`src/rtl/infix_integer_expression_evaluator_core_defines.svh`:
```
// Assertion macros for the infix expression evaluator.
// No dependencies; expects clk and rst_n in the including module.
`ifndef INFIX_INTEGER_EXPRESSION_EVALUATOR_CORE_DEFINES_SVH
`define INFIX_INTEGER_EXPRESSION_EVALUATOR_CORE_DEFINES_SVH
`ifndef SYNTHESIS
// same-cycle implication
`define IIE_ASSERT_IMP(lbl, ante, cons) \
  lbl: assert property (@(posedge clk) disable iff (!rst_n) (ante) |-> (cons)) \
    else $error("evaluator check failed");
// next-cycle implication
`define IIE_ASSERT_NXT(lbl, ante, cons) \
  lbl: assert property (@(posedge clk) disable iff (!rst_n) (ante) |=> (cons)) \
    else $error("evaluator check failed");
`else
`define IIE_ASSERT_IMP(lbl, ante, cons)
`define IIE_ASSERT_NXT(lbl, ante, cons)
`endif
`endif

```
`src/rtl/iie_pkg.sv`:
```
// Shared types, character codes and helpers for the expression evaluator.
// No dependencies; used by the mul/div unit and the top level.
package iie_pkg;

  localparam int VALUE_WIDTH = 32;               // arithmetic wraps at this width
  localparam int MD_ADD_W    = VALUE_WIDTH + 2;  // shared adder, with borrow bit
  localparam int CNT_W       = $clog2(VALUE_WIDTH);

  localparam logic [7:0] CH_PLUS  = 8'h2B;
  localparam logic [7:0] CH_MINUS = 8'h2D;
  localparam logic [7:0] CH_STAR  = 8'h2A;
  localparam logic [7:0] CH_SLASH = 8'h2F;
  localparam logic [7:0] CH_SPACE = 8'h20;
  localparam logic [7:0] CH_0     = 8'h30;
  localparam logic [7:0] CH_9     = 8'h39;
  localparam int         RADIX    = 10;

  typedef enum logic [1:0] {
    TOP_NONE = 2'd0,
    TOP_MUL  = 2'd1,
    TOP_DIV  = 2'd2
  } term_op_t;

  typedef enum logic [1:0] {
    STAT_OK       = 2'd0,
    STAT_BAD_CHAR = 2'd1,
    STAT_DIV_ZERO = 2'd2
  } stat_t;

  // what to do once the operand is folded in
  typedef enum logic [1:0] {
    ACT_SUM,
    ACT_PROD,
    ACT_END
  } act_t;

  typedef enum logic [2:0] {
    SQ_IDLE,
    SQ_OPND,
    SQ_WAIT,
    SQ_CLOSE,
    SQ_FIN
  } seq_state_t;

  typedef enum logic [2:0] {
    MD_IDLE,
    MD_ABSA,
    MD_ABSB,
    MD_RUN,
    MD_FIX
  } md_state_t;

  typedef struct packed {
    logic start;
    logic is_div;
  } md_req_t;

  typedef struct packed {
    logic busy;
    logic done;
  } md_rsp_t;

  // sign-extend or truncate a working value onto the 32-bit result field
  function automatic logic signed [31:0] to_out32(input logic [VALUE_WIDTH-1:0] v);
    logic signed [63:0] ext;
    ext = 64'(signed'(v));
    return ext[31:0];
  endfunction

endpackage

```
`src/rtl/iie_if.sv`:
```
// Valid/ready channel interfaces for the evaluator's input and result words.
// No dependencies; the field widths are written out here as literals.
interface iie_in_if;
  logic       valid;
  logic       ready;
  logic [7:0] char_code;
  logic       end_of_expr;

  modport source (output valid, output char_code, output end_of_expr, input ready);
  modport sink   (input valid, input char_code, input end_of_expr, output ready);
endinterface

interface iie_out_if;
  logic               valid;
  logic               ready;
  logic signed [31:0] value;
  logic [1:0]         status;

  modport source (output valid, output value, output status, input ready);
  modport sink   (input valid, input value, input status, output ready);
endinterface

```
`src/rtl/iie_muldiv.sv`:
```
// Iterative multiply / truncating signed divide around one shared adder.
// Depends on iie_pkg for widths, states and the request/response structs.
module iie_muldiv (
  input  logic                              clk,
  input  logic                              rst_n,
  input  iie_pkg::md_req_t                  req,
  input  logic [iie_pkg::VALUE_WIDTH-1:0]   opa_in,
  input  logic [iie_pkg::VALUE_WIDTH-1:0]   opb_in,
  output iie_pkg::md_rsp_t                  rsp,
  output logic [iie_pkg::VALUE_WIDTH-1:0]   result
);

  iie_pkg::md_state_t state_r, state_nxt;
  logic [iie_pkg::CNT_W-1:0]       cnt_r, cnt_nxt;
  logic [iie_pkg::VALUE_WIDTH-1:0] acc_r, acc_nxt;   // product / remainder / result
  logic [iie_pkg::VALUE_WIDTH-1:0] opa_r, opa_nxt;   // multiplicand / dividend-quotient
  logic [iie_pkg::VALUE_WIDTH-1:0] opb_r, opb_nxt;   // multiplier / divisor
  logic is_div_r, is_div_nxt;
  logic neg_r, neg_nxt;
  logic done_r, done_nxt;

  logic [iie_pkg::MD_ADD_W-1:0] add_x, add_y, add_sum;
  logic                         add_sub;

  assign add_sum = add_x + (add_y ^ {iie_pkg::MD_ADD_W{add_sub}})
                 + iie_pkg::MD_ADD_W'(add_sub);

  // next state
  always_comb begin
    state_nxt = state_r;
    unique case (state_r)
      iie_pkg::MD_IDLE: begin
        if (req.start) begin
          state_nxt = req.is_div ? iie_pkg::MD_ABSA : iie_pkg::MD_RUN;
        end
      end
      iie_pkg::MD_ABSA: state_nxt = iie_pkg::MD_ABSB;
      iie_pkg::MD_ABSB: state_nxt = iie_pkg::MD_RUN;
      iie_pkg::MD_RUN: begin
        if (cnt_r == '0) begin
          state_nxt = is_div_r ? iie_pkg::MD_FIX : iie_pkg::MD_IDLE;
        end
      end
      iie_pkg::MD_FIX:  state_nxt = iie_pkg::MD_IDLE;
      default:          state_nxt = iie_pkg::MD_IDLE;
    endcase
  end

  // datapath and adder steering
  always_comb begin
    acc_nxt    = acc_r;
    opa_nxt    = opa_r;
    opb_nxt    = opb_r;
    cnt_nxt    = cnt_r;
    is_div_nxt = is_div_r;
    neg_nxt    = neg_r;
    done_nxt   = 1'b0;
    add_x      = '0;
    add_y      = '0;
    add_sub    = 1'b0;
    unique case (state_r)
      iie_pkg::MD_IDLE: begin
        if (req.start) begin
          acc_nxt    = '0;
          opa_nxt    = opa_in;
          opb_nxt    = opb_in;
          is_div_nxt = req.is_div;
          neg_nxt    = opa_in[iie_pkg::VALUE_WIDTH-1] ^ opb_in[iie_pkg::VALUE_WIDTH-1];
          cnt_nxt    = iie_pkg::CNT_W'(iie_pkg::VALUE_WIDTH - 1);
        end
      end
      iie_pkg::MD_ABSA: begin
        add_y   = iie_pkg::MD_ADD_W'(opa_r);
        add_sub = 1'b1;
        if (opa_r[iie_pkg::VALUE_WIDTH-1]) begin
          opa_nxt = add_sum[iie_pkg::VALUE_WIDTH-1:0];
        end
      end
      iie_pkg::MD_ABSB: begin
        add_y   = iie_pkg::MD_ADD_W'(opb_r);
        add_sub = 1'b1;
        if (opb_r[iie_pkg::VALUE_WIDTH-1]) begin
          opb_nxt = add_sum[iie_pkg::VALUE_WIDTH-1:0];
        end
      end
      iie_pkg::MD_RUN: begin
        cnt_nxt = cnt_r - 1'b1;
        if (is_div_r) begin
          // restoring step: trial subtract of the divisor from the shifted remainder
          add_x   = iie_pkg::MD_ADD_W'({acc_r, opa_r[iie_pkg::VALUE_WIDTH-1]});
          add_y   = iie_pkg::MD_ADD_W'(opb_r);
          add_sub = 1'b1;
          if (!add_sum[iie_pkg::MD_ADD_W-1]) begin
            acc_nxt = add_sum[iie_pkg::VALUE_WIDTH-1:0];
            opa_nxt = {opa_r[iie_pkg::VALUE_WIDTH-2:0], 1'b1};
          end else begin
            acc_nxt = add_x[iie_pkg::VALUE_WIDTH-1:0];
            opa_nxt = {opa_r[iie_pkg::VALUE_WIDTH-2:0], 1'b0};
          end
        end else begin
          add_x   = iie_pkg::MD_ADD_W'(acc_r);
          add_y   = opb_r[0] ? iie_pkg::MD_ADD_W'(opa_r) : '0;
          acc_nxt = add_sum[iie_pkg::VALUE_WIDTH-1:0];
          opa_nxt = opa_r << 1;
          opb_nxt = opb_r >> 1;
          if (cnt_r == '0) begin
            done_nxt = 1'b1;
          end
        end
      end
      iie_pkg::MD_FIX: begin
        // apply the quotient sign
        add_y    = iie_pkg::MD_ADD_W'(opa_r);
        add_sub  = neg_r;
        acc_nxt  = add_sum[iie_pkg::VALUE_WIDTH-1:0];
        done_nxt = 1'b1;
      end
      default: begin
      end
    endcase
  end

  always_ff @(posedge clk) begin
    if (!rst_n) begin
      state_r <= iie_pkg::MD_IDLE;
      done_r  <= 1'b0;
    end else begin
      state_r <= state_nxt;
      done_r  <= done_nxt;
    end
  end

  always_ff @(posedge clk) begin
    acc_r    <= acc_nxt;
    opa_r    <= opa_nxt;
    opb_r    <= opb_nxt;
    cnt_r    <= cnt_nxt;
    is_div_r <= is_div_nxt;
    neg_r    <= neg_nxt;
  end

  assign rsp.busy = (state_r != iie_pkg::MD_IDLE);
  assign rsp.done = done_r;
  assign result   = acc_r;

endmodule

```
`src/rtl/infix_integer_expression_evaluator_core.sv`:
```
// Streaming infix integer evaluator: one ASCII character per input word, + - * / with
// precedence, one result word on the end-of-expression word.
// Depends on iie_pkg, iie_if, iie_muldiv and the assertion macro header.
//
// Usage: feed one character per input word; the word flagged end_of_expr closes the
// expression (its character is ignored) and yields one result word of value and status
// (ok, invalid character, division by zero; invalid character wins, value 0 on error).
// Spaces, digits and invalid characters are taken while idle. An operator passes the
// operand and close states, waiting in between on the shared mul/div unit when * is
// pending, or / with a non-zero divisor; that unit runs a one-bit-a-cycle loop. The end
// word goes the same way and then through the final state, which loads the output
// register once it is free. Input ready is low while an item is being worked on; a
// result left waiting in the output register only holds back the next end word. No
// clearing pass is needed after reset.
`include "infix_integer_expression_evaluator_core_defines.svh"

module infix_integer_expression_evaluator_core (
  input  logic         clk,
  input  logic         rst_n,
  iie_in_if.sink       in_ch,
  iie_out_if.source    out_ch
);

  // sequencer and expression state
  iie_pkg::seq_state_t state_r, state_nxt;
  iie_pkg::act_t       act_r, act_nxt;
  logic                alt_r, alt_nxt;       // '-' for a sum step, '/' for a product step
  logic [iie_pkg::VALUE_WIDTH-1:0] lit_r, lit_nxt;
  logic [iie_pkg::VALUE_WIDTH-1:0] term_r, term_nxt;
  iie_pkg::term_op_t   term_op_r, term_op_nxt;
  logic [iie_pkg::VALUE_WIDTH-1:0] sum_r, sum_nxt;
  logic                sign_neg_r, sign_neg_nxt;
  logic                bad_r, bad_nxt;
  logic                dz_r, dz_nxt;

  // output register
  logic                out_valid_r, out_valid_nxt;
  logic signed [31:0]  out_value_r, out_value_nxt;
  iie_pkg::stat_t      out_status_r, out_status_nxt;

  // mul/div unit
  iie_pkg::md_req_t                md_req;
  iie_pkg::md_rsp_t                md_rsp;
  logic [iie_pkg::VALUE_WIDTH-1:0] md_res;

  logic in_acc, out_free;
  logic is_space, is_digit, is_pm, is_md;
  logic [iie_pkg::VALUE_WIDTH-1:0] lit_dig;
  logic [iie_pkg::VALUE_WIDTH-1:0] sum_upd;

  assign in_ch.ready = (state_r == iie_pkg::SQ_IDLE);
  assign in_acc      = in_ch.valid && in_ch.ready;
  assign out_free    = !out_valid_r || out_ch.ready;

  // character classes
  assign is_space = (in_ch.char_code == iie_pkg::CH_SPACE);
  assign is_digit = (in_ch.char_code >= iie_pkg::CH_0) && (in_ch.char_code <= iie_pkg::CH_9);
  assign is_pm    = (in_ch.char_code == iie_pkg::CH_PLUS) ||
                    (in_ch.char_code == iie_pkg::CH_MINUS);
  assign is_md    = (in_ch.char_code == iie_pkg::CH_STAR) ||
                    (in_ch.char_code == iie_pkg::CH_SLASH);

  // lit * 10 + digit, the multiply as two shifts
  assign lit_dig = (lit_r << 3) + (lit_r << 1)
                 + iie_pkg::VALUE_WIDTH'(in_ch.char_code - iie_pkg::CH_0);

  // running sum +/- term, one adder with conditional invert
  assign sum_upd = sum_r + (term_r ^ {iie_pkg::VALUE_WIDTH{sign_neg_r}})
                 + iie_pkg::VALUE_WIDTH'(sign_neg_r);

  // unit request: a pending * always, a pending / only with a non-zero divisor
  assign md_req.start  = (state_r == iie_pkg::SQ_OPND) &&
                         ((term_op_r == iie_pkg::TOP_MUL) ||
                          ((term_op_r == iie_pkg::TOP_DIV) && (lit_r != '0)));
  assign md_req.is_div = (term_op_r == iie_pkg::TOP_DIV);

  iie_muldiv u_muldiv (
    .clk    (clk),
    .rst_n  (rst_n),
    .req    (md_req),
    .opa_in (term_r),
    .opb_in (lit_r),
    .rsp    (md_rsp),
    .result (md_res)
  );

  // next state
  always_comb begin
    state_nxt = state_r;
    unique case (state_r)
      iie_pkg::SQ_IDLE: begin
        if (in_acc && (in_ch.end_of_expr || is_pm || is_md)) begin
          state_nxt = iie_pkg::SQ_OPND;
        end
      end
      iie_pkg::SQ_OPND: begin
        state_nxt = md_req.start ? iie_pkg::SQ_WAIT : iie_pkg::SQ_CLOSE;
      end
      iie_pkg::SQ_WAIT: begin
        if (md_rsp.done) begin
          state_nxt = iie_pkg::SQ_CLOSE;
        end
      end
      iie_pkg::SQ_CLOSE: begin
        state_nxt = (act_r == iie_pkg::ACT_END) ? iie_pkg::SQ_FIN : iie_pkg::SQ_IDLE;
      end
      iie_pkg::SQ_FIN: begin
        if (out_free) begin
          state_nxt = iie_pkg::SQ_IDLE;
        end
      end
      default: state_nxt = iie_pkg::SQ_IDLE;
    endcase
  end

  // datapath and outputs
  always_comb begin
    act_nxt        = act_r;
    alt_nxt        = alt_r;
    lit_nxt        = lit_r;
    term_nxt       = term_r;
    term_op_nxt    = term_op_r;
    sum_nxt        = sum_r;
    sign_neg_nxt   = sign_neg_r;
    bad_nxt        = bad_r;
    dz_nxt         = dz_r;
    out_valid_nxt  = out_valid_r && !out_ch.ready;
    out_value_nxt  = out_value_r;
    out_status_nxt = out_status_r;
    unique case (state_r)
      iie_pkg::SQ_IDLE: begin
        if (in_acc) begin
          if (in_ch.end_of_expr) begin
            act_nxt = iie_pkg::ACT_END;
          end else if (is_digit) begin
            lit_nxt = lit_dig;
          end else if (is_pm) begin
            act_nxt = iie_pkg::ACT_SUM;
            alt_nxt = (in_ch.char_code == iie_pkg::CH_MINUS);
          end else if (is_md) begin
            act_nxt = iie_pkg::ACT_PROD;
            alt_nxt = (in_ch.char_code == iie_pkg::CH_SLASH);
          end else if (!is_space) begin
            bad_nxt = 1'b1;
          end
        end
      end
      iie_pkg::SQ_OPND: begin
        // fold the operand into the term; the unit latches lit_r on this edge
        lit_nxt = '0;
        unique case (term_op_r)
          iie_pkg::TOP_MUL: begin
          end
          iie_pkg::TOP_DIV: begin
            if (lit_r == '0) begin
              dz_nxt = 1'b1;        // term left as it was
            end
          end
          default: term_nxt = lit_r;
        endcase
      end
      iie_pkg::SQ_WAIT: begin
        if (md_rsp.done) begin
          term_nxt = md_res;
        end
      end
      iie_pkg::SQ_CLOSE: begin
        case (act_r)
          iie_pkg::ACT_PROD: begin
            term_op_nxt = alt_r ? iie_pkg::TOP_DIV : iie_pkg::TOP_MUL;
          end
          iie_pkg::ACT_SUM: begin
            sum_nxt      = sum_upd;
            term_nxt     = '0;
            term_op_nxt  = iie_pkg::TOP_NONE;
            sign_neg_nxt = alt_r;
          end
          default: begin
            sum_nxt     = sum_upd;
            term_nxt    = '0;
            term_op_nxt = iie_pkg::TOP_NONE;
          end
        endcase
      end
      iie_pkg::SQ_FIN: begin
        if (out_free) begin
          out_valid_nxt = 1'b1;
          if (bad_r) begin
            out_status_nxt = iie_pkg::STAT_BAD_CHAR;
            out_value_nxt  = '0;
          end else if (dz_r) begin
            out_status_nxt = iie_pkg::STAT_DIV_ZERO;
            out_value_nxt  = '0;
          end else begin
            out_status_nxt = iie_pkg::STAT_OK;
            out_value_nxt  = iie_pkg::to_out32(sum_r);
          end
          // fresh expression
          lit_nxt      = '0;
          term_nxt     = '0;
          term_op_nxt  = iie_pkg::TOP_NONE;
          sum_nxt      = '0;
          sign_neg_nxt = 1'b0;
          bad_nxt      = 1'b0;
          dz_nxt       = 1'b0;
        end
      end
      default: begin
      end
    endcase
  end

  always_ff @(posedge clk) begin
    if (!rst_n) begin
      state_r     <= iie_pkg::SQ_IDLE;
      lit_r       <= '0;
      term_r      <= '0;
      term_op_r   <= iie_pkg::TOP_NONE;
      sum_r       <= '0;
      sign_neg_r  <= 1'b0;
      bad_r       <= 1'b0;
      dz_r        <= 1'b0;
      out_valid_r <= 1'b0;
    end else begin
      state_r     <= state_nxt;
      lit_r       <= lit_nxt;
      term_r      <= term_nxt;
      term_op_r   <= term_op_nxt;
      sum_r       <= sum_nxt;
      sign_neg_r  <= sign_neg_nxt;
      bad_r       <= bad_nxt;
      dz_r        <= dz_nxt;
      out_valid_r <= out_valid_nxt;
    end
  end

  always_ff @(posedge clk) begin
    act_r        <= act_nxt;
    alt_r        <= alt_nxt;
    out_value_r  <= out_value_nxt;
    out_status_r <= out_status_nxt;
  end

  assign out_ch.valid  = out_valid_r;
  assign out_ch.value  = out_value_r;
  assign out_ch.status = out_status_r;

  // checks
  `IIE_ASSERT_IMP(a_out_from_fin, $rose(out_valid_r), $past(state_r) == iie_pkg::SQ_FIN)
  `IIE_ASSERT_IMP(a_busy_in_wait, md_rsp.busy, state_r == iie_pkg::SQ_WAIT)
  `IIE_ASSERT_IMP(a_done_in_wait, md_rsp.done, state_r == iie_pkg::SQ_WAIT)
  `IIE_ASSERT_IMP(a_no_div_zero, md_req.start && md_req.is_div, lit_r != '0)
  `IIE_ASSERT_NXT(a_start_to_wait, md_req.start, state_r == iie_pkg::SQ_WAIT)

endmodule
```
`src/flat_wrapper.sv`:
```
// flat-port wrapper written by rule: the top's interface ports become plain ports
module infix_integer_expression_evaluator_core_flat 
  (clk, rst_n, in_ch_valid, in_ch_char_code, in_ch_end_of_expr, in_ch_ready, out_ch_valid, out_ch_value, out_ch_status, out_ch_ready);
  iie_in_if in_ch_i ();
  iie_out_if out_ch_i ();
  input  logic clk;
  input  logic rst_n;
  input wire logic [$bits(in_ch_i.valid)-1:0] in_ch_valid;
  input wire logic [$bits(in_ch_i.char_code)-1:0] in_ch_char_code;
  input wire logic [$bits(in_ch_i.end_of_expr)-1:0] in_ch_end_of_expr;
  output wire logic [$bits(in_ch_i.ready)-1:0] in_ch_ready;
  output wire logic [$bits(out_ch_i.valid)-1:0] out_ch_valid;
  output wire logic [$bits(out_ch_i.value)-1:0] out_ch_value;
  output wire logic [$bits(out_ch_i.status)-1:0] out_ch_status;
  input wire logic [$bits(out_ch_i.ready)-1:0] out_ch_ready;
  assign in_ch_i.valid = in_ch_valid;
  assign in_ch_i.char_code = in_ch_char_code;
  assign in_ch_i.end_of_expr = in_ch_end_of_expr;
  assign in_ch_ready = in_ch_i.ready;
  assign out_ch_valid = out_ch_i.valid;
  assign out_ch_value = out_ch_i.value;
  assign out_ch_status = out_ch_i.status;
  assign out_ch_i.ready = out_ch_ready;
  infix_integer_expression_evaluator_core u_core (.clk(clk), .rst_n(rst_n), .in_ch(in_ch_i), .out_ch(out_ch_i));
endmodule
```
`config.mk`:
```
export PLATFORM = sky130hd
export DESIGN_NAME = infix_integer_expression_evaluator_core_flat
export DESIGN_NICKNAME = d
export VERILOG_FILES = /design/src/rtl/iie_pkg.sv /design/src/rtl/iie_if.sv /design/src/rtl/iie_muldiv.sv /design/src/rtl/infix_integer_expression_evaluator_core.sv /design/src/flat_wrapper.sv
export VERILOG_INCLUDE_DIRS = /design/src /design/src/rtl
export SDC_FILE = /design/constraint.sdc
export NUM_CORES = 1
export LEC_CHECK = 0
export ABC_AREA = 0
export BUFFER_PORTS_ARGS = -buffer_cell sky130_fd_sc_hd__buf_4
export CORE_MARGIN = 3
export CORE_UTILIZATION = 50
export CTS_BUF_LIST = sky130_fd_sc_hd__clkbuf_8 sky130_fd_sc_hd__clkbuf_16
export DETAILED_ROUTE_END_ITERATION = 10
export PLACE_DENSITY = 0.74
export SLEW_MARGIN = 15
export SYNTH_ARGS = -nofsm -noshare
export SYNTH_HDL_FRONTEND = slang
export SYNTH_HIERARCHICAL = 1
export SYNTH_SLANG_ARGS = --single-unit
```
`constraint.sdc`:
```
create_clock -name clk -period 10.3 [get_ports clk]
set_input_delay 2.06 -clock clk [delete_from_list [all_inputs] [get_ports clk]]
set_output_delay 2.06 -clock clk [all_outputs]
set_load 0.005 [all_outputs]
```
# Yosys cells after proc, flatten, opt, wreduce, memory -nomap -nowiden

Cells that the tools add are included.

$add $sub $neg: 8
$lt $le $gt $ge: 2
Equality and inequality tests: 38
Multiplexer cells: 72
Bitwise operators: 5
Reductions and logical operators: 54

Operator list:

| operator                                                        | count |
|---|---|
| 32-bit 2-to-1 mux                                               | 18 |
| 32-bit case mux with 3 select lines                             | 5 |
| 32-bit case mux with 4 select lines                             | 1 |
| 32-bit adder                                                    | 3 |
| 33-bit 2-to-1 mux                                               | 2 |
| 32-bit case mux with 2 select lines                             | 1 |
| 8-bit by 6-bit == test with 1-bit output, second input constant | 5 |
| 2-bit != test, second input constant                            | 19 |
| 34-bit by 1-bit adder with 34-bit output                        | 1 |
| 34-bit adder                                                    | 1 |
| 32-bit by 34-bit XOR with 34-bit output                         | 1 |
| 32-bit by 1-bit adder with 32-bit output                        | 1 |
| 32-bit zero test                                                | 1 |
| 32-bit nonzero test                                             | 1 |
| 32-bit XOR                                                      | 1 |
| 3-bit 2-to-1 mux                                                | 7 |
| 1-bit 2-to-1 mux                                                | 20 |
| 2-bit 2-to-1 mux                                                | 8 |
| 3-bit case mux with 5 select lines                              | 1 |
| 3-bit AND reduction                                             | 5 |
| 5-bit AND reduction                                             | 3 |
| 3-bit nonzero test                                              | 5 |
| 2-bit AND reduction                                             | 7 |
| 3-bit by 2-bit == test with 1-bit output, second input constant | 4 |
| other kinds (28)                                                | 58 |

Register bits: 249
Bits of input ports: 13
Output and inout port bits: 36
Word-level logic and storage cells: 202

# Longest topological paths before layout

Depth in word-level cells: 9
Mapped depth: 20
Gate-level depth less buffers: 16

# Modules after synthesis

Netlist, hierarchy kept.

Modules (own cells, without submodules):

| module                                  | times used | cells each | area an instance (µm²) | sequential area each (µm²) |
|---|---|---|---|---|
| infix_integer_expression_evaluator_core | 1          | 1062       | 9720.6                 | 3213.1 |
| iie_muldiv                              | 1          | 881        | 8080.2                 | 3173.0 |

# Worst setup path before layout

OpenSTA, ideal clock, no wires.

Kind: input to register
Start point: in in_ch_char_code[4]
End point: reg u_core/lit_r[30] (netlist name)
Library setup time: 0.117 ns
Arrival: 7.491 ns
Data required time: 10.183 ns
Slack: 2.691 ns
Cell stages on the path: 13
Buffers on the path: 0
Cell sequence: ha_1 -> nor3_1 -> fa_1 -> ha_1 -> and2_1 -> and3_1 -> a22o_1 -> a31oi_1 -> a21oi_1 -> a31oi_1 -> nor4_1 -> or4_1 -> a32o_1

Cells in the longest elaborated chain, start to end: 6
Elaborated cells on any way between the ends: 11
Classes of those cells: 2 x add/sub; 2 x order compare; 1 x eq/ne; 4 x mux; 2 x reduce/logical

Ends and longest elaborated chain:

| element                                     | line                                           | source |
|---|---|---|
| start: declaration                          | flat_wrapper.sv:9                              | `input wire logic [$bits(in_ch_i.char_code)-1:0] in_ch_char_code;` |
| 8-bit by 6-bit subtractor with 9-bit output | infix_integer_expression_evaluator_core.sv:65  | `+ iie_pkg::VALUE_WIDTH'(in_ch.char_code - iie_pkg::CH_0);` |
| 32-bit adder                                | infix_integer_expression_evaluator_core.sv:65  |  |
| 32-bit 2-to-1 mux                           | infix_integer_expression_evaluator_core.sv:135 | `end else if (is_digit) begin` |
| 32-bit 2-to-1 mux                           | infix_integer_expression_evaluator_core.sv:133 | `if (in_ch.end_of_expr) begin` |
| 32-bit 2-to-1 mux                           | infix_integer_expression_evaluator_core.sv:132 | `if (in_acc) begin` |
| 32-bit case mux with 3 select lines         | infix_integer_expression_evaluator_core.sv:130 | `unique case (state_r)` |
| end signal: assignment                      | infix_integer_expression_evaluator_core.sv:226 | `lit_r <= lit_nxt;` |
| end: declaration                            | infix_integer_expression_evaluator_core.sv:28  | `logic [iie_pkg::VALUE_WIDTH-1:0] lit_r, lit_nxt;` |

Several ways; a longest one is shown, not always the timed one. The select of a mux whose other input is x is not followed.
A chain may end at the register's enable or synchronous reset.

# Worst setup path in the final report

Start point: reg u_core.u_muldiv.state_r[0]
End point: reg u_core.u_muldiv.acc_r (netlist bit u_core/u_muldiv/result[6]), data pin

Cells in the longest elaborated chain, start to end: 9
Elaborated cells on any way between the ends: 16
Classes of those cells: 2 x add/sub; 4 x eq/ne; 6 x mux; 1 x bitwise; 3 x reduce/logical

Ends and longest elaborated chain:

| element                                                                                          | line              | source |
|---|---|---|
| start: declaration                                                                               | iie_muldiv.sv:13  | `iie_pkg::md_state_t state_r, state_nxt;` |
| start signal: assignment                                                                         | iie_muldiv.sv:125 | `state_r <= iie_pkg::MD_IDLE;` |
| start signal: assignment                                                                         | iie_muldiv.sv:128 | `state_r <= state_nxt;` |
| 3-bit by 1-bit == test with 1-bit output, or another cell as far along                           | iie_muldiv.sv:61  | `unique case (state_r)` |
| 2-bit OR reduction (no line)                                                                     | n/a               |  |
| 32-bit case mux with 3 select lines / 1-bit case mux with 3 select lines (equally long branches) | iie_muldiv.sv:61  |  |
| 32-bit by 34-bit XOR with 34-bit output                                                          | iie_muldiv.sv:25  | `assign add_sum = add_x + (add_y ^ {iie_pkg::MD_ADD_W{add_sub}})` |
| 34-bit adder                                                                                     | iie_muldiv.sv:25  |  |
| 34-bit by 1-bit adder with 34-bit output                                                         | iie_muldiv.sv:26  | `+ iie_pkg::MD_ADD_W'(add_sub);` |
| 32-bit 2-to-1 mux                                                                                | iie_muldiv.sv:93  | `if (!add_sum[iie_pkg::MD_ADD_W-1]) begin` |
| 32-bit 2-to-1 mux                                                                                | iie_muldiv.sv:88  | `if (is_div_r) begin` |
| 32-bit case mux with 3 select lines (*)                                                          | iie_muldiv.sv:61  |  |
| net u_core.u_muldiv.acc_nxt, one bit                                                             | iie_muldiv.sv:15  | `logic [iie_pkg::VALUE_WIDTH-1:0] acc_r, acc_nxt;` |
| end signal: assignment                                                                           | iie_muldiv.sv:134 | `acc_r <= acc_nxt;` |
| end: declaration                                                                                 | iie_muldiv.sv:15  |  |

The timed path passes the listed nets; every way through them passes the cells marked *.

==> Implementation_results.wiki <==
{| class="wikitable"
! Metric !! Value
|-
| Outcome || finished, final reports clean
|-
| R2R depth || 18
|-
| Timing endpoint of the critical path || u_core/u_muldiv/result[6]
|-
| Worst Skew || 0.0245 ns
|-
| Critical-path cell list || nor2_1, and2_1, a21oi_2, buf_4, nand3_1, buf_4, mux2i_1, ha_1, a21o_1, o21bai_1, a2bb2oi_1, a211oi_2, nor3_1, o22ai_1, nor3_2, buf_4, a2bb2oi_1, o21ai_0
|-
| Half-perimeter wire length of the detailed placement result || ~35000 um
|-
| Seq cells post-synth || 249
|-
| Core occupancy in the finished layout || a little under three fifths
|-
| Sequential-to-total area share from yosys stat || a little over a third
|-
| Fraction of registers with async set or reset after synthesis || 0%
|-
| Number of H-tree levels || 1
|-
| Ant. Diodes || 0
|-
| Die width || just under 200 um
|-
| Measured slew at the worst slew-check pin || between 1 and 1.5 ns
|-
| Vias || between 15000 and 20000
|-
| DIE AREA || approximately 38000 sq um
|-
| Power density normalized to cell area || 200 nW/um^2
|-
| Quantity of hold-fixing buffers added after cts || 0
|-
| Routed Wire Length || a little over 50000 um
|-
| Total number of cells along the worst setup path || 18
|-
| Critical Path End Type || flop
|-
| Average routed wire per standard cell || 20.9 um
|-
| Top FF cell, synth || edfxtp_1
|-
| Type of the most critical hold path || flop to flop
|-
| Root buffer selected by CTS || clkbuf_16
|-
| TritonCTS clock tree || yes
|-
| Worst endpoint data arrival time || around 6.6 ns
|-
| Distinct cell type count after synthesis || 83
|-
| Final critical-path required period || a little over 6 ns
|-
| Ports placed on the boundary || 49
|-
| R2r endpoint || u_core/u_muldiv/result[6]
|-
| Maximum fanout encountered on the critical timing path || 36
|-
| Post-synth EDFFs || 140
|-
| Number of vias per cell after detailed routing || about 6.5
|-
| Routability Congestion || 0.927
|-
| Startpoint of the worst-slack reg-to-reg timing path || u_core/u_muldiv/state_r[0]
|-
| Number of pins with negative max-slew slack in the final report || 0
|-
| Die H || 195 um
|-
| WP data required || 10.70 ns
|-
| Number of buffers inserted to repair setup after CTS || 0
|-
| Number of buffers between clock root and the deepest sink || 3
|-
| P_leak || between 8 and 9 nW
|-
| Post-Route Setup TNS || 0 ns
|-
| Final worst-path cycle share || between 50% and 60%
|-
| Worst rel slew slack || roughly a quarter
|-
| Family with the most delay on the worst path || simple AND/OR/NAND/NOR gates
|-
| Slowest stage cell on the critical path || dfxtp_1
|-
| Cell area after synthesis || 17800 sq um
|-
| Startpoint class of the critical path || flop
|-
| Post-layout net count || between 2000 and 2500
|-
| Fraction of final layout cells sized beyond drive strength 1 || just over 8%
|-
| Crit-path most repeated cell || buf_4
|-
| Synthesized net count || roughly 2100
|-
| DRC violations left || 0
|-
| Slowest Stage Delay on Critical Path || between 0.6 and 0.7 ns
|-
| Maximum number of pins on one net before global-route repair || between 60 and 70
|-
| Number of nets with antenna violations after routing || 0
|-
| Setup violators final || 0
|-
| I/O Buffers || between 40 and 50
|-
| Clk pin slew, worst setup/hold paths || 0.06 ns
|-
| # Max-Cap Violations || 0
|-
| Number of gates given a new drive strength after cts || 0
|-
| Worst hold slack || 0.487 ns
|-
| Total routing usage reported by global routing || roughly a quarter
|-
| RSZ-0062 raised after global routing || no
|-
| Core box area || around 35000 sq um
|-
| Std cell rows || 68
|-
| Setup Crit Path Kind || flop to flop
|-
| Synthesis Warnings || 6
|-
| Clock Latency Late Sink || between 0.5 and 0.6 ns
|-
| Buffers plus inverters on the worst setup path || 3
|-
| Starting density of the core || between 50% and 60%
|-
| Syn Area/Cell || between 9 and 10 sq um
|-
| Fin. Hold Viols || 0
|-
| Starting DRT DRC Count || roughly 1500
|-
| Maximum ir drop on the vdd rail || approximately 0.14 mV
|-
| Number of global-route vias before repair || 15221
|-
| CTS Sinks || 249
|-
| Worst reg-to-reg setup slack || approximately 4.1 ns
|-
| Total CTS buffers || 29
|-
| Fmax || 163 MHz
|-
| Wire length of the first global-routing pass || a little over 80000 um
|-
| Antenna violations before repair || 0
|-
| Total congestion overflow after global routing || 0
|-
| Syn Inst Count || slightly below 2000
|-
| Area added between synthesis and finish || 9.95%
|-
| Critical Path Start || u_core/u_muldiv/state_r[0]
|-
| Detailed-router iteration count before antenna repair || 6
|}
-- power by group --
part	switching [mW]	internal, mW	total (mW)
Sequential	0.188	1.21	1.40
Combinational	0.855	0.529	1.38
Clock	0.445	0.681	1.13
Total	1.49	2.42	3.91
-- worst min-delay path, cell delays in order (launching register included) --
cell	delay (ns)
dfxtp_1	0.34
nand2_1	0.05
o311ai_1	0.06
-- synth_stat cells, types with 4 or more instances --
cell type	count	area share (%)
a211oi_1	11	0.46
a21boi_0	18	0.76
a21o_1	41	1.7
a21oi_1	125	3.5
a221oi_1	48	2.4
a22o_1	50	2.5
a22oi_1	75	3.2
a2bb2oi_1	6	0.30
a311oi_1	4	0.20
a31oi_1	19	0.67
a32o_1	4	0.22
and2_1	48	1.7
and3_1	33	1.2
clkbuf_1	113	2.4
dfxtp_1	109	12
edfxtp_1	140	24
fa_1	31	3.5
ha_1	98	6.9
inv_1	44	0.93
mux2i_1	31	1.7
nand2_1	180	3.8
nand2b_1	20	0.70
nand3_1	36	1.0
nand3b_1	7	0.30
nand4_1	19	0.67
nor2_1	156	3.3
nor2b_1	41	1.4
nor3_1	27	0.76
nor4_1	14	0.49
o2111ai_1	4	0.20
o211a_1	34	1.9
o211ai_1	14	0.59
o21a_1	13	0.55
o21ai_0	100	2.8
o21bai_1	14	0.59
o31a_1	5	0.25
o31ai_1	10	0.42
or3_1	10	0.35
or4_1	9	0.38
xnor2_1	54	2.7
xor2_1	64	3.1
-- per-stage QoR --
step	instance area [sq um]	worst slack [ns]	power, mW	instances
3_3_place_gp	18500	4.23	2.72	2351
2_1_floorplan	17800	2.69	2.37	1943
6_report	19600	4.15	3.91	2405
3_5_place_dp	18500	4.17	2.76	2351
4_1_cts	19600	4.37	3.89	2405
5_1_grt	19600	3.92	4.12	2405
-- layout by cell type (no fill, tap or decap), types with 45 or more instances in the layout --
| cell type | synthesis | routed |
|---|---|---|
| o21ai_0 | 100 | 100 |
| a22o_1 | 50 | 50 |
| a221oi_1 | 48 | 48 |
| buf_4 | 2 | 74 |
| dfxtp_1 | 109 | 108 |
| ha_1 | 98 | 98 |
| a21oi_1 | 125 | 124 |
| xor2_1 | 64 | 64 |
| inv_1 | 44 | 45 |
| nand2_1 | 180 | 179 |
| edfxtp_1 | 140 | 140 |
| a22oi_1 | 75 | 75 |
| and2_1 | 48 | 48 |
| nor2_1 | 156 | 153 |
| xnor2_1 | 54 | 54 |
-- cells by family (layout without fill, tap and decap cells) --
logic type	after synthesis	after routing	synth area share, %
AOI/OAI and AO/OA	631	631	25.4
buffers and inverters	165	172	3.61
muxes	33	33	1.93
and+or+nand+nor	618	618	17.0
xor gates and xnor gates	118	118	5.81
adders and majority gates	129	129	10.4
DFF	249	249	35.9
-- layer usage --
layer | GRT usage [%] | up-vias | part of all wire (%)
met5 | 0.255 | - | 0
met4 | 7.50 | 0 | 3.1
met3 | 4.56 | 106 | 9.1
met2 | 42.5 | 760 | 46
met1 | 34.7 | 7432 | 42
li1 | - | 7267 | -
-- layout make-up --
class,instances,area [sq um]
Clock buffer,33,792
Multi-Input combinational cell,1529,10800
Tap cell,455,569
Clock inverter,21,258
Timing Repair Buffer,74,556
Sequential cell,249,6390
Fill cell,3088,15200
Inverter,44,165
-- flip-flops by register name, summed over array words and instances, names as in the netlist, 3 cells and up --
name,flops
u_core/u_muldiv/state_r,3
u_core/sum_r,32
u_core/u_muldiv/cnt_r,5
u_core/out_ch.value,32
u_core/u_muldiv/opb_r,32
u_core/lit_r,32
u_core/state_r,3
u_core/u_muldiv/result,32
u_core/u_muldiv/opa_r,32
u_core/term_r,32
-- worst min path at each step --
| stage | cells after the start | slack [ns] | from | to |
|---|---|---|---|---|
| 2_1_floorplan | 2 | 0.45 | u_core/sum_r[12] | u_core/sum_r[12] |
| 3_3_place_gp | 2 | 0.46 | u_core/sum_r[12] | u_core/sum_r[12] |
| 3_5_place_dp | 2 | 0.48 | u_core/sum_r[16] | u_core/sum_r[16] |
| 4_1_cts | 2 | 0.49 | u_core/sum_r[13] | u_core/sum_r[13] |
| 5_1_grt | 2 | 0.51 | u_core/sum_r[22] | u_core/sum_r[22] |
| 6_report | 2 | 0.49 | u_core/sum_r[31] | u_core/sum_r[31] |
Note: power is estimated with default switching activity, not from simulation.
